File: src/sv/vim_pkg.sv
// Types, codes and constants of the vectored interrupt manager.
// No dependencies.
package vim_pkg;

    localparam int C_DATA_W         = 32;
    localparam int C_OFF_W          = 8;
    localparam int C_LINE_W         = 6;
    localparam int C_IDX_W          = 7;
    localparam int C_ENTRY_W        = 7;
    localparam int C_ENTRIES_PER_ROW = 4;
    localparam int C_ROW_W          = C_ENTRY_W * C_ENTRIES_PER_ROW;

    localparam logic [31:0] C_VT_BASE_RST = 32'hFFF8_2000;
    localparam logic [31:0] C_MAP_MASK    = 32'h7F7F_7F7F;
    localparam logic [31:0] C_FORCED_FAST = 32'h0000_0003;

    localparam logic [1:0] MODE_READ  = 2'd0;
    localparam logic [1:0] MODE_WRITE = 2'd1;
    localparam logic [1:0] MODE_LINE  = 2'd2;

    localparam logic [7:0] OFF_IRQ_IDX = 8'h00;
    localparam logic [7:0] OFF_FIQ_IDX = 8'h04;
    localparam logic [7:0] OFF_IRQ_VEC = 8'h70;
    localparam logic [7:0] OFF_FIQ_VEC = 8'h74;

    localparam logic [3:0] GRP_FIQ_SEL = 4'h1;
    localparam logic [3:0] GRP_PEND    = 4'h2;
    localparam logic [3:0] GRP_EN_SET  = 4'h3;
    localparam logic [3:0] GRP_EN_CLR  = 4'h4;
    localparam logic [3:0] GRP_WK_SET  = 4'h5;
    localparam logic [3:0] GRP_WK_CLR  = 4'h6;

    typedef enum logic [2:0] {
        ST_INIT,
        ST_IDLE,
        ST_EXEC,
        ST_MAPRD,
        ST_SCAN,
        ST_SCANEND,
        ST_PRIO,
        ST_DONE
    } t_state;

    typedef struct packed {
        logic       found;
        logic [4:0] idx;
    } t_lsb;

    function automatic t_lsb f_lowest(input logic [31:0] a);
        t_lsb r;
        r = '0;
        for (int i = 31; i >= 0; i--) begin
            if (a[i]) begin
                r.found = 1'b1;
                r.idx   = 5'(i);
            end
        end
        return r;
    endfunction

    // implemented channel bits of a bank holding n channels
    function automatic logic [31:0] f_valid_word(input int n);
        logic [31:0] r;
        if (n >= 32) begin
            r = '1;
        end else if (n <= 0) begin
            r = '0;
        end else begin
            r = (32'd1 << n) - 32'd1;
        end
        return r;
    endfunction

endpackage

File: src/sv/vim_if.sv
// Handshake interfaces of the interrupt manager: item input, result output, config write.
// Depends on vim_pkg.
interface vim_in_if;
    import vim_pkg::*;
    logic                valid;
    logic                ready;
    logic [1:0]          mode;
    logic [C_OFF_W-1:0]  offset;
    logic [C_DATA_W-1:0] write_data;
    logic [C_LINE_W-1:0] line;
    logic                level;
    modport source (output valid, mode, offset, write_data, line, level, input ready);
    modport sink   (input valid, mode, offset, write_data, line, level, output ready);
endinterface

interface vim_out_if;
    import vim_pkg::*;
    logic                valid;
    logic                ready;
    logic [C_DATA_W-1:0] read_data;
    logic                access_error;
    logic                irq_out;
    logic                fiq_out;
    logic [C_IDX_W-1:0]  irq_number;
    logic [C_IDX_W-1:0]  fiq_number;
    modport source (output valid, read_data, access_error, irq_out, fiq_out, irq_number,
                    fiq_number, input ready);
    modport sink   (input valid, read_data, access_error, irq_out, fiq_out, irq_number,
                    fiq_number, output ready);
endinterface

interface vim_cfg_if;
    import vim_pkg::*;
    logic                valid;
    logic                ready;
    logic [C_DATA_W-1:0] data;
    modport source (output valid, data, input ready);
    modport sink   (input valid, data, output ready);
endinterface

File: src/sv/vim_ram.sv
// Generic single-port RAM with registered read.
// No dependencies.
module vim_ram #(
    parameter int WIDTH = 28,
    parameter int DEPTH = 24
) (
    input  logic                                   i_clk,
    input  logic                                   i_we,
    input  logic [(DEPTH > 1 ? $clog2(DEPTH) : 1)-1:0] i_addr,
    input  logic [WIDTH-1:0]                       i_wdata,
    output logic [WIDTH-1:0]                       o_rdata
);
    logic [WIDTH-1:0] r_mem [DEPTH];
    logic [WIDTH-1:0] r_rdata;

    always_ff @(posedge i_clk) begin
        if (i_we) begin
            r_mem[i_addr] <= i_wdata;
        end
        r_rdata <= r_mem[i_addr];
    end

    assign o_rdata = r_rdata;
endmodule

File: src/sv/vectored_interrupt_manager.sv
// Vectored interrupt manager: one bus access or request line event per transaction,
// one result per transaction. After reset the channel map RAM is initialized one row
// (four channels) per cycle, while no transaction is taken. A register access goes
// through ST_EXEC, ST_PRIO and ST_DONE, a channel map read adds ST_MAPRD, and a line
// event adds ST_SCAN over the MW = ceil(NUM_CHANNELS/4) map rows and ST_SCANEND; a new
// transaction is taken only after the last one has left ST_DONE. The line event
// scans the map RAM one row per cycle through one 4-entry compare unit, and every
// transaction ends with a bank-by-bank lowest-channel search for both classes.
// Depends on vim_pkg, vim_if, vim_ram.
module vectored_interrupt_manager #(
    parameter int NUM_CHANNELS = 96,
    parameter int NUM_LINES    = 64
) (
    input  logic       i_clk,
    input  logic       i_rst_n,
    vim_in_if.sink     i_in,
    vim_cfg_if.sink    i_cfg,
    vim_out_if.source  o_out
);
    import vim_pkg::*;

    localparam int NB = (NUM_CHANNELS + 31) / 32;
    localparam int MW = (NUM_CHANNELS + 3) / 4;
    localparam int AW = (MW > 1) ? $clog2(MW) : 1;
    localparam int BW = (NB > 1) ? $clog2(NB) : 1;

    t_state            r_state, n_state;
    logic [AW-1:0]     r_row, n_row;
    logic [BW-1:0]     r_bank, n_bank;
    logic              r_scan_vld, n_scan_vld;
    logic [AW-1:0]     r_scan_row, n_scan_row;
    logic [1:0]        r_mode, n_mode;
    logic [7:0]        r_off, n_off;
    logic [31:0]       r_wdata, n_wdata;
    logic [5:0]        r_line, n_line;
    logic              r_level, n_level;
    logic [31:0]       r_rdata, n_rdata;
    logic              r_err, n_err;
    logic              r_rd_bank, n_rd_bank;
    logic [31:0]       r_fiq_sel [NB];
    logic [31:0]       n_fiq_sel [NB];
    logic [31:0]       r_pend [NB];
    logic [31:0]       n_pend [NB];
    logic [31:0]       r_en [NB];
    logic [31:0]       n_en [NB];
    logic [31:0]       r_wake [NB];
    logic [31:0]       n_wake [NB];
    logic [6:0]        r_irq_idx, n_irq_idx;
    logic [6:0]        r_fiq_idx, n_fiq_idx;
    logic [6:0]        r_irq_new, n_irq_new;
    logic [6:0]        r_fiq_new, n_fiq_new;
    logic [31:0]       r_vt_base, n_vt_base;
    logic              r_o_vld, n_o_vld;
    logic [31:0]       r_o_rdata, n_o_rdata;
    logic              r_o_err, n_o_err;
    logic [6:0]        r_o_irq, n_o_irq;
    logic [6:0]        r_o_fiq, n_o_fiq;

    logic              in_ready;
    logic              ram_we;
    logic [AW-1:0]     ram_addr;
    logic [C_ROW_W-1:0] ram_wdata, ram_rdata;
    logic [C_ROW_W-1:0] init_row, map_wr_row;
    logic [31:0]       map_rd_word;
    logic              aligned, is_map, map_ok, bank_ok;
    logic [BW-1:0]     bsel;
    logic [3:0]        grp;
    logic [31:0]       force_w, vmask;
    logic [31:0]       act_f, act_i;
    t_lsb              lsb_f, lsb_i;

    vim_ram #(
        .WIDTH (C_ROW_W),
        .DEPTH (MW)
    ) u_map_ram (
        .i_clk   (i_clk),
        .i_we    (ram_we),
        .i_addr  (ram_addr),
        .i_wdata (ram_wdata),
        .o_rdata (ram_rdata)
    );

    always_comb begin
        aligned = (r_off[1:0] == 2'b00);
        is_map  = r_off[7];
        map_ok  = int'(r_off[6:2]) < MW;
        bank_ok = int'(r_off[3:2]) < NB;
        bsel    = BW'(r_off[3:2]);
        grp     = r_off[7:4];
        force_w = (r_off[3:2] == 2'd0) ? C_FORCED_FAST : 32'd0;
        vmask   = f_valid_word(NUM_CHANNELS - int'(r_off[3:2]) * 32);
        act_f   = r_pend[r_bank] & r_en[r_bank] & r_fiq_sel[r_bank];
        act_i   = r_pend[r_bank] & r_en[r_bank] & ~r_fiq_sel[r_bank];
        lsb_f   = f_lowest(act_f);
        lsb_i   = f_lowest(act_i);
    end

    always_comb begin
        map_rd_word = '0;
        for (int k = 0; k < C_ENTRIES_PER_ROW; k++) begin
            init_row[C_ENTRY_W*(3-k) +: C_ENTRY_W] = 7'(int'(r_row) * 4 + k);
            map_wr_row[C_ENTRY_W*(3-k) +: C_ENTRY_W] = r_wdata[(24 - 8*k) +: C_ENTRY_W];
            if (int'(r_off[6:2]) * 4 + k < NUM_CHANNELS) begin
                map_rd_word[(24 - 8*k) +: C_ENTRY_W] = ram_rdata[C_ENTRY_W*(3-k) +: C_ENTRY_W];
            end
        end
    end

    always_comb begin
        int ch;
        n_state    = r_state;
        n_row      = r_row;
        n_bank     = r_bank;
        n_scan_vld = 1'b0;
        n_scan_row = r_scan_row;
        n_mode     = r_mode;
        n_off      = r_off;
        n_wdata    = r_wdata;
        n_line     = r_line;
        n_level    = r_level;
        n_rdata    = r_rdata;
        n_err      = r_err;
        n_rd_bank  = r_rd_bank;
        n_fiq_sel  = r_fiq_sel;
        n_pend     = r_pend;
        n_en       = r_en;
        n_wake     = r_wake;
        n_irq_idx  = r_irq_idx;
        n_fiq_idx  = r_fiq_idx;
        n_irq_new  = r_irq_new;
        n_fiq_new  = r_fiq_new;
        n_vt_base  = r_vt_base;
        n_o_vld    = r_o_vld;
        n_o_rdata  = r_o_rdata;
        n_o_err    = r_o_err;
        n_o_irq    = r_o_irq;
        n_o_fiq    = r_o_fiq;
        in_ready   = 1'b0;
        ram_we     = 1'b0;
        ram_addr   = r_row;
        ram_wdata  = init_row;
        ch         = 0;

        if (i_cfg.valid) begin
            n_vt_base = i_cfg.data;
        end
        if (r_o_vld && o_out.ready) begin
            n_o_vld = 1'b0;
        end

        // map row read in the previous cycle is compared against the line
        if (r_scan_vld) begin
            for (int k = 0; k < C_ENTRIES_PER_ROW; k++) begin
                ch = int'(r_scan_row) * 4 + k;
                if (ch < NUM_CHANNELS &&
                    ram_rdata[C_ENTRY_W*(3-k) +: C_ENTRY_W] == {1'b0, r_line}) begin
                    n_pend[BW'(ch >> 5)][5'(ch)] = r_level;
                end
            end
        end

        case (r_state)
            ST_INIT: begin
                ram_we    = 1'b1;
                ram_wdata = init_row;
                n_row     = r_row + AW'(1);
                if (r_row == AW'(MW - 1)) begin
                    n_row   = '0;
                    n_state = ST_IDLE;
                end
            end
            ST_IDLE: begin
                in_ready = 1'b1;
                if (i_in.valid) begin
                    n_mode  = i_in.mode;
                    n_off   = i_in.offset;
                    n_wdata = i_in.write_data;
                    n_line  = i_in.line;
                    n_level = i_in.level;
                    n_state = ST_EXEC;
                end
            end
            ST_EXEC: begin
                n_rdata   = '0;
                n_err     = 1'b0;
                n_rd_bank = 1'b0;
                n_bank    = '0;
                n_irq_new = '0;
                n_fiq_new = '0;
                n_row     = '0;
                n_state   = ST_PRIO;
                ram_addr  = AW'(r_off[6:2]);
                ram_wdata = map_wr_row;
                case (r_mode)
                    MODE_READ: begin
                        if (!aligned) begin
                            n_err = 1'b1;
                        end else if (r_off == OFF_IRQ_IDX) begin
                            n_rdata = 32'(r_irq_idx);
                        end else if (r_off == OFF_FIQ_IDX) begin
                            n_rdata = 32'(r_fiq_idx);
                        end else if (r_off == OFF_IRQ_VEC) begin
                            n_rdata = r_vt_base + {23'd0, r_irq_idx, 2'b00};
                        end else if (r_off == OFF_FIQ_VEC) begin
                            n_rdata = r_vt_base + {23'd0, r_fiq_idx, 2'b00};
                        end else if (is_map) begin
                            if (map_ok) begin
                                n_state = ST_MAPRD;
                            end else begin
                                n_err = 1'b1;
                            end
                        end else if (!bank_ok) begin
                            n_err = 1'b1;
                        end else begin
                            case (grp)
                                GRP_FIQ_SEL, GRP_PEND, GRP_EN_SET,
                                GRP_EN_CLR, GRP_WK_SET, GRP_WK_CLR: begin
                                    n_rd_bank = 1'b1;
                                end
                                default: begin
                                    n_err = 1'b1;
                                end
                            endcase
                        end
                    end
                    MODE_WRITE: begin
                        if (!aligned) begin
                            n_err = 1'b1;
                        end else if (r_off == OFF_IRQ_IDX || r_off == OFF_FIQ_IDX ||
                                     r_off == OFF_IRQ_VEC || r_off == OFF_FIQ_VEC) begin
                            n_err = 1'b0;
                        end else if (is_map) begin
                            if (map_ok) begin
                                ram_we = 1'b1;
                            end else begin
                                n_err = 1'b1;
                            end
                        end else if (!bank_ok) begin
                            n_err = 1'b1;
                        end else begin
                            case (grp)
                                GRP_FIQ_SEL: n_fiq_sel[bsel] = (r_wdata | force_w) & vmask;
                                GRP_PEND:    n_err = 1'b0;
                                GRP_EN_SET:  n_en[bsel] = r_en[bsel] |
                                                          ((r_wdata | force_w) & vmask);
                                GRP_EN_CLR:  n_en[bsel] = r_en[bsel] & (~r_wdata | force_w);
                                GRP_WK_SET:  n_wake[bsel] = r_wake[bsel] | (r_wdata & vmask);
                                GRP_WK_CLR:  n_wake[bsel] = r_wake[bsel] & ~r_wdata;
                                default:     n_err = 1'b1;
                            endcase
                        end
                    end
                    MODE_LINE: begin
                        if (int'(r_line) < NUM_LINES) begin
                            n_state = ST_SCAN;
                        end
                    end
                    default: begin
                        n_err = 1'b1;
                    end
                endcase
            end
            ST_MAPRD: begin
                n_rdata = map_rd_word;
                n_state = ST_PRIO;
            end
            ST_SCAN: begin
                ram_addr   = r_row;
                n_scan_vld = 1'b1;
                n_scan_row = r_row;
                n_row      = r_row + AW'(1);
                if (r_row == AW'(MW - 1)) begin
                    n_row   = '0;
                    n_state = ST_SCANEND;
                end
            end
            ST_SCANEND: begin
                n_state = ST_PRIO;
            end
            ST_PRIO: begin
                if (lsb_f.found && r_fiq_new == '0) begin
                    n_fiq_new = 7'({r_bank, lsb_f.idx}) + 7'd1;
                end
                if (lsb_i.found && r_irq_new == '0) begin
                    n_irq_new = 7'({r_bank, lsb_i.idx}) + 7'd1;
                end
                if (r_rd_bank && int'(r_bank) == int'(r_off[3:2])) begin
                    case (grp)
                        GRP_FIQ_SEL:            n_rdata = r_fiq_sel[r_bank];
                        GRP_PEND:               n_rdata = r_pend[r_bank];
                        GRP_EN_SET, GRP_EN_CLR: n_rdata = r_en[r_bank];
                        GRP_WK_SET, GRP_WK_CLR: n_rdata = r_wake[r_bank];
                        default:                n_rdata = r_rdata;
                    endcase
                end
                if (r_bank == BW'(NB - 1)) begin
                    n_irq_idx = n_irq_new;
                    n_fiq_idx = n_fiq_new;
                    n_state   = ST_DONE;
                end else begin
                    n_bank = r_bank + BW'(1);
                end
            end
            ST_DONE: begin
                if (!r_o_vld || o_out.ready) begin
                    n_o_vld   = 1'b1;
                    n_o_rdata = r_rdata;
                    n_o_err   = r_err;
                    n_o_irq   = r_irq_idx;
                    n_o_fiq   = r_fiq_idx;
                    n_state   = ST_IDLE;
                end
            end
            default: begin
                n_state = ST_IDLE;
            end
        endcase
    end

    always_ff @(posedge i_clk) begin
        if (!i_rst_n) begin
            r_state    <= ST_INIT;
            r_row      <= '0;
            r_bank     <= '0;
            r_scan_vld <= 1'b0;
            r_rd_bank  <= 1'b0;
            r_irq_idx  <= '0;
            r_fiq_idx  <= '0;
            r_vt_base  <= C_VT_BASE_RST;
            r_o_vld    <= 1'b0;
            for (int b = 0; b < NB; b++) begin
                r_fiq_sel[b] <= (b == 0) ? C_FORCED_FAST : 32'd0;
                r_pend[b]    <= '0;
                r_en[b]      <= '0;
                r_wake[b]    <= '0;
            end
        end else begin
            r_state    <= n_state;
            r_row      <= n_row;
            r_bank     <= n_bank;
            r_scan_vld <= n_scan_vld;
            r_rd_bank  <= n_rd_bank;
            r_irq_idx  <= n_irq_idx;
            r_fiq_idx  <= n_fiq_idx;
            r_vt_base  <= n_vt_base;
            r_o_vld    <= n_o_vld;
            r_fiq_sel  <= n_fiq_sel;
            r_pend     <= n_pend;
            r_en       <= n_en;
            r_wake     <= n_wake;
        end
    end

    always_ff @(posedge i_clk) begin
        r_scan_row <= n_scan_row;
        r_mode     <= n_mode;
        r_off      <= n_off;
        r_wdata    <= n_wdata;
        r_line     <= n_line;
        r_level    <= n_level;
        r_rdata    <= n_rdata;
        r_err      <= n_err;
        r_irq_new  <= n_irq_new;
        r_fiq_new  <= n_fiq_new;
        r_o_rdata  <= n_o_rdata;
        r_o_err    <= n_o_err;
        r_o_irq    <= n_o_irq;
        r_o_fiq    <= n_o_fiq;
    end

    assign i_in.ready         = in_ready;
    assign i_cfg.ready        = 1'b1;
    assign o_out.valid        = r_o_vld;
    assign o_out.read_data    = r_o_rdata;
    assign o_out.access_error = r_o_err;
    assign o_out.irq_number   = r_o_irq;
    assign o_out.fiq_number   = r_o_fiq;
    assign o_out.irq_out      = (r_o_irq != '0);
    assign o_out.fiq_out      = (r_o_fiq != '0);
endmodule

File: src/flat_wrapper.sv
// flat-port wrapper written by rule: the top's interface ports become plain ports
module vectored_interrupt_manager_flat import vim_pkg::*;
#(
    parameter int NUM_CHANNELS = 96,
    parameter int NUM_LINES    = 64
)
  (i_clk, i_rst_n, i_in_valid, i_in_mode, i_in_offset, i_in_write_data, i_in_line, i_in_level, i_in_ready, i_cfg_valid, i_cfg_data, i_cfg_ready, o_out_valid, o_out_read_data, o_out_access_error, o_out_irq_out, o_out_fiq_out, o_out_irq_number, o_out_fiq_number, o_out_ready);
  vim_in_if i_in_i ();
  vim_cfg_if i_cfg_i ();
  vim_out_if o_out_i ();
  input  logic i_clk;
  input  logic i_rst_n;
  input wire logic [$bits(i_in_i.valid)-1:0] i_in_valid;
  input wire logic [$bits(i_in_i.mode)-1:0] i_in_mode;
  input wire logic [$bits(i_in_i.offset)-1:0] i_in_offset;
  input wire logic [$bits(i_in_i.write_data)-1:0] i_in_write_data;
  input wire logic [$bits(i_in_i.line)-1:0] i_in_line;
  input wire logic [$bits(i_in_i.level)-1:0] i_in_level;
  output wire logic [$bits(i_in_i.ready)-1:0] i_in_ready;
  input wire logic [$bits(i_cfg_i.valid)-1:0] i_cfg_valid;
  input wire logic [$bits(i_cfg_i.data)-1:0] i_cfg_data;
  output wire logic [$bits(i_cfg_i.ready)-1:0] i_cfg_ready;
  output wire logic [$bits(o_out_i.valid)-1:0] o_out_valid;
  output wire logic [$bits(o_out_i.read_data)-1:0] o_out_read_data;
  output wire logic [$bits(o_out_i.access_error)-1:0] o_out_access_error;
  output wire logic [$bits(o_out_i.irq_out)-1:0] o_out_irq_out;
  output wire logic [$bits(o_out_i.fiq_out)-1:0] o_out_fiq_out;
  output wire logic [$bits(o_out_i.irq_number)-1:0] o_out_irq_number;
  output wire logic [$bits(o_out_i.fiq_number)-1:0] o_out_fiq_number;
  input wire logic [$bits(o_out_i.ready)-1:0] o_out_ready;
  assign i_in_i.valid = i_in_valid;
  assign i_in_i.mode = i_in_mode;
  assign i_in_i.offset = i_in_offset;
  assign i_in_i.write_data = i_in_write_data;
  assign i_in_i.line = i_in_line;
  assign i_in_i.level = i_in_level;
  assign i_in_ready = i_in_i.ready;
  assign i_cfg_i.valid = i_cfg_valid;
  assign i_cfg_i.data = i_cfg_data;
  assign i_cfg_ready = i_cfg_i.ready;
  assign o_out_valid = o_out_i.valid;
  assign o_out_read_data = o_out_i.read_data;
  assign o_out_access_error = o_out_i.access_error;
  assign o_out_irq_out = o_out_i.irq_out;
  assign o_out_fiq_out = o_out_i.fiq_out;
  assign o_out_irq_number = o_out_i.irq_number;
  assign o_out_fiq_number = o_out_i.fiq_number;
  assign o_out_i.ready = o_out_ready;
  vectored_interrupt_manager #(.NUM_CHANNELS(NUM_CHANNELS), .NUM_LINES(NUM_LINES)) u_core (.i_clk(i_clk), .i_rst_n(i_rst_n), .i_in(i_in_i), .i_cfg(i_cfg_i), .o_out(o_out_i));
endmodule
File: config.mk
export PLATFORM = sky130hd
export DESIGN_NAME = vectored_interrupt_manager_flat
export DESIGN_NICKNAME = d
export VERILOG_FILES = /design/src/sv/vim_pkg.sv /design/src/sv/vim_if.sv /design/src/sv/vim_ram.sv /design/src/sv/vectored_interrupt_manager.sv /design/src/flat_wrapper.sv
export SDC_FILE = /design/constraint.sdc
export NUM_CORES = 2
export LEC_CHECK = 0
export BUFFER_PORTS_ARGS = -buffer_cell sky130_fd_sc_hd__buf_2
export CORE_UTILIZATION = 40
export CTS_CLUSTER_DIAMETER = 80
export CTS_CLUSTER_SIZE = 10
export DETAILED_ROUTE_END_ITERATION = 16
export GPL_ROUTABILITY_DRIVEN = 0
export SLEW_MARGIN = 10
export SYNTH_ARGS = -nofsm -noshare
export SYNTH_HDL_FRONTEND = slang
export SYNTH_SLANG_ARGS = --single-unit
File: constraint.sdc
create_clock -name i_clk -period 6.3 [get_ports i_clk]
set_input_delay 0.63 -clock i_clk [delete_from_list [all_inputs] [get_ports i_clk]]
set_output_delay 0.63 -clock i_clk [all_outputs]
set_load 0.05 [all_outputs]
# Word level (Yosys, flattened, before mapping)
# Memories as Yosys holds them, arrays and structs flattened. A register that Yosys moved wholly into a read port is not among the register bits.
# Cells that the tools add are included.
# totals
regBits	591
ramBits	672
input_bits	86
out_inout_bits	52
word_cells	381
mem_count	1
# memory_table
name	depth	word_bits	rd	rd_clocked_by_memory_dff	wr	line	source
u_core.u_map_ram.r_mem	24	28	1	1	1	vim_ram.sv:13	logic [WIDTH-1:0] r_mem [DEPTH];
# classes
addsub	17
n_lt_le_gt_ge	31
n_eq_ne	33
shifts	1
mux	192
bitwise_logic	21
n_reduce_logical	50
# op_table
operator	n
96-bit bitwise mux	9
32-bit 2-to-1 mux	25
96-bit 2-to-1 mux	7
32-bit binary-select mux with 2-bit select	6
6-bit 2-to-1 mux	64
96-bit case mux with 2 select lines	2
32-bit demux with 2-bit select	5
32-bit AND	7
32-bit by 8-bit < comparator with 1-bit output, second input constant	6
32-bit OR	4
32-bit case mux with 4 select lines	1
32-bit case mux with 3 select lines	1
32-bit by 9-bit adder with 32-bit output	2
32-bit inverter	2
7-bit 2-to-1 mux	6
1-bit 2-to-1 mux	36
3-bit 2-to-1 mux	12
7-bit by 2-bit adder with 8-bit output, second input constant	4
32-bit by 7-bit greater-or-equal comparator with 1-bit output, second input constant	1
32-bit by 1-bit <= comparator with 1-bit output, second input constant	1
1-bit by 32-bit left shift with 32-bit output, first input constant	1
32-bit by 1-bit subtractor with 32-bit output, second input constant	1
29-bit 2-to-1 mux	1
7-bit by 6-bit equality test with 1-bit output	4
61 further kinds	137

# Logic depth before layout (Yosys ltp)
# depth
depth_word	41
ltp_mapped	17

# Hierarchy
# A second synthesis with hierarchy kept.
# hier_totals
hier_cells	4855
area_unflattened_um2	55921.1
# modules_own_cells
mod	instances	cells_each	area_per_inst_um2
vectored_interrupt_manager	1	3650	29874.9
vim_ram	1	1205	26046.2

# Worst setup path after synthesis
# Ideal clock, no wire load.
# synth_path
path_type	reg2reg
from	register u_core.r_state[0]
to	memory u_core.u_map_ram.r_mem[0][0], enable pin
setup_time_ns	0.448
arrival_ns	4.023
path_slack_ns	1.829
path_stages_with_launch	10
path_buffers	3
period_less_slack_ns	4.471
path_cell_list	dfxtp_1 -> clkbuf_1 -> nand2b_1 -> nor2_2 -> nor2b_1 -> a21oi_1 -> clkbuf_1 -> clkbuf_1 -> nand2_1 -> nor3_1
# synth_via
elab_chain_len	4
# synth_lines
item	line	source
start: declaration	vectored_interrupt_manager.sv:27	t_state r_state, n_state;
start signal: assignment	vectored_interrupt_manager.sv:338	r_state <= n_state;
3-bit by 2-bit equality test with 1-bit output or 3-bit logical NOT (tied branches)	vectored_interrupt_manager.sv:162	case (r_state)
1-bit case mux with 2 select lines	vectored_interrupt_manager.sv:162	
1-bit 2-to-1 mux	vim_ram.sv:17	if (i_we) begin
1-bit 2-to-1 mux (not written as such)	vim_ram.sv:18	r_mem[i_addr] <= i_wdata;
end: declaration	vim_ram.sv:13	
# Parallel ways exist; a longest one is shown, timed or not.

# Worst setup path in the final report
# layout_path
from	register u_core.r_state[1]
to	memory u_core.u_map_ram.r_mem[20][7], enable pin
# The elaborated chain is that of the path after synthesis.

==> impl_metrics.csv <==
group,metric,value,unit
status,status,"finished, final reports clean",
placement,io_buffers,136,
floorplanning,rows,137,
logic_synthesis,syn_area,56500,µm²
sta,finalSetupTns,0,ns
cts,postCtsSetupRepairBufs,0,
logic_synthesis,syn_inst,4871,
detailed_routing,drc,0,
min_path,hold_end,"u_core.r_line[2]$_DFFE_PP_",
final_layout,layout_commonest_cell,"nand2_1",
worst_setup_path,rr_worst_depth,7,
detailed_routing,met3_length,15500,µm
worst_setup_path,path_class,"reg -> reg",
detailed_routing,via_per_inst,5.86,
worst_setup_path,required,6.69,ns
floorplanning,core,140000,µm²
logic_synthesis,ys.flop_type,"edfxtp_1",
sta,max_freq,217,MHz
final_layout,syn2layout_area_growth,12.9,%
sta,report.final.slew_viol_count,0,
global_route,grt_max_degree,166,
cts,tritoncts,"built",
sta,layout_min_cycle_time,4.61,ns
power,p_leak,20.8,nW
logic_synthesis,synthArstFlopShare,0,%
cts,clk_path_buf_depth,3,
sta,timing.slew.headroom,12.4,%
cts,cts_sinks,1291,
logic_synthesis,ys_seq_area_share,60.3,%
detailed_routing,routedWlPerCell,26.2,µm
logic_synthesis,synth-edff-count,820,
min_path,hold_depth,1,
floorplanning,die_h,378,µm
final_layout,n_antenna_cell,0,
floorplanning,die_x,378,µm
cts,clkTransAtPathRegs,0.06,ns
final_layout,final_util,45.6,%
power,p_per_area,283,nW/µm²
detailed_routing,wl_met2,84700,µm
floorplanning,dieArea,143000,µm²
sta,rsz0062_at_grt,"false",
global_route,grt_overflow_total,0,
logic_synthesis,ys_seq_elements,1291,
sta,fin_skew,0.0438,ns
cts,clk-insertion-delay-late,0.80,ns
detailed_routing,drt_iter0_drc,4630,
sta,hold_viol,0,
floorplanning,io_pins,138,
worst_setup_path,reg2reg_from,"u_core.r_state[1]$_SDFFE_PN0P_",
worst_setup_path,rrSetupSlack,1.69,ns
global_route,grt_pass1_vias,38400,
floorplanning,start_util,40.4,%
worst_setup_path,cp-start-kind,"register",
global_route,antenna_found_initial,3,
min_path,min_path_type,"in -> reg",
detailed_routing,drtPass1Iterations,7,
logic_synthesis,ys_warn_count,0,
placement,hpwl,115000,µm
sta,setup_violations,0,
sta,setup_slack,1.69,ns
logic_synthesis,synthDistinctLibCells,96,
detailed_routing,via_count,40500,
cts,postCtsResizedCells,0,
logic_synthesis,postSynthNetCount,4977,
detailed_routing,route.layer.met1.wl,72800,µm
sta,fin_crit_sh,73.2,%
detailed_routing,dr.max_layer_used,"met4",
placement,pre_cts_slack,1.72,ns
sta,worstMarginPinSlew,1.31,ns
power,ir_drop,0.000212,V
global_route,grt_first_pass_wirelength,262000,µm
min_path,hp-start,"i_in_line[2]",
worst_setup_path,crit_path_end_kind,"register",
worst_setup_path,crit_path_max_fanout,46,
logic_synthesis,syn_area_per_cell,11.6,µm²
cts,htree_levels,4,
worst_setup_path,timing.rr.end,"u_core.u_map_ram.r_mem[20][7]$_DFFE_PP_",
power,p_total,18.0,mW
run,cap_violations,0,
worst_setup_path,crit_arrival,5.00,ns
global_route,track_usage,25.1,%
final_layout,final_net_count,5032,
detailed_routing,ant_nets,0,
cts,root_buffer,"clkbuf_16",
final_layout,final_layout_size_suffix_gt1_share,13.7,%
cts,numCtsBuffers,148,
final_layout,final_cell_mix,"nand2_1 (943), edfxtp_1 (820), a21oi_1 (482)",
detailed_routing,wl,181000,µm
-- timing repair --
| item | in CTS | in global routing |
|---|---|---|
| endpoints found under the hold margin | 25 | 0 |
| setup endpoints to repair | 0 | 0 |
| hold buffers | 25 | 0 |
-- registers in the layout (all words and copies together) (netlist names), 96 cells and up --
name,cells
u_core.u_map_ram.r_mem,672
u_core.r_en,96
u_core.r_fiq_sel,96
u_core.r_pend,96
u_core.r_wake,96
-- logic make-up after synthesis --
family	share of synthesized area, %
compound gates	12.5
xor+xnor	0.682
fa+ha+maj	0.470
buf+inv	3.03
flops	60.3
mux	9.89
other cells	0.00664
simple gates	13.2
-- synthesized netlist by cell type (all sizes together) (70+ instances only) --
cell type  instances  area (µm²)
and2              83         522
mux2i            177        1770
nand2            947        3550
dfxtp            471        9430
a21oi            485        2430
o21bai            70         526
mux4             168        3780
clkbuf           255         957
o22ai             76         513
a221oi            88         771
a211oi            76         591
buf              112         674
edfxtp           820       24600
o21ai             96         484
nor2             318        1200
-- metal layers --
metal | up-vias | track usage (%)
met5 | - | 0
met4 | 0 | 11.4
met3 | 360 | 5.33
met2 | 1833 | 40.0
met1 | 20100 | 32.7
li1 | 18100 | -
-- final cells by class --
cell class / count / area [µm²]
clock inverter: 16 / 337
clock buffer: 238 / 4080
inverter: 21 / 86.3
multi-input combinational: 3192 / 21000
timing repair buffer: 272 / 1830
fill: 12700 / 76100
sequential: 1291 / 34100
tap: 1876 / 2350
-- per-stage QoR --
step	cells	hold WS (ns)	cell area [µm²]
3_3_place_gp	6627	0.401	59100
2_1_floorplan	4871	0.400	56500
5_1_grt	6906	0.0204	63800
3_5_place_dp	6627	0.405	59100
6_report	6906	0.0418	63800
4_1_cts	6906	0.00127	63800
-- worst max-delay path, stage by stage (launching register included) --
cell      delay, ns
dfxtp_1        0.58
nand2b_1       0.37
nor2_4         0.59
nor2b_1        0.26
a21oi_4        0.25
buf_4          0.61
nand2_1        0.44
nor2_4         1.08
-- worst max-delay path by stage --
stage	depth (start not counted)	slack, ns	start	endpoint
floorplan	9	1.83	u_core.r_state[0]$_SDFFE_PN0P_	u_core.u_map_ram.r_mem[0][0]$_DFFE_PP_
global placement	12	1.82	u_core.r_bank[0]$_SDFFE_PN0P_	u_core.r_fiq_new[6]$_SDFFCE_PN0P_
detailed placement	8	1.72	u_core.r_state[1]$_SDFFE_PN0P_	u_core.u_map_ram.r_mem[20][18]$_DFFE_PP_
CTS	8	1.69	u_core.r_state[1]$_SDFFE_PN0P_	u_core.u_map_ram.r_mem[20][11]$_DFFE_PP_
global route	8	1.39	u_core.r_state[1]$_SDFFE_PN0P_	u_core.u_map_ram.r_mem[20][11]$_DFFE_PP_
finish	7	1.69	u_core.r_state[1]$_SDFFE_PN0P_	u_core.u_map_ram.r_mem[20][7]$_DFFE_PP_
-- report_power, final --
group	internal, mW	switching [mW]	leakage, nW
clock	4.47	3.50	2.09
sequential	9.08	0.153	11.3
combinational	0.339	0.477	7.42
Note: power is estimated with default switching activity, not from simulation.
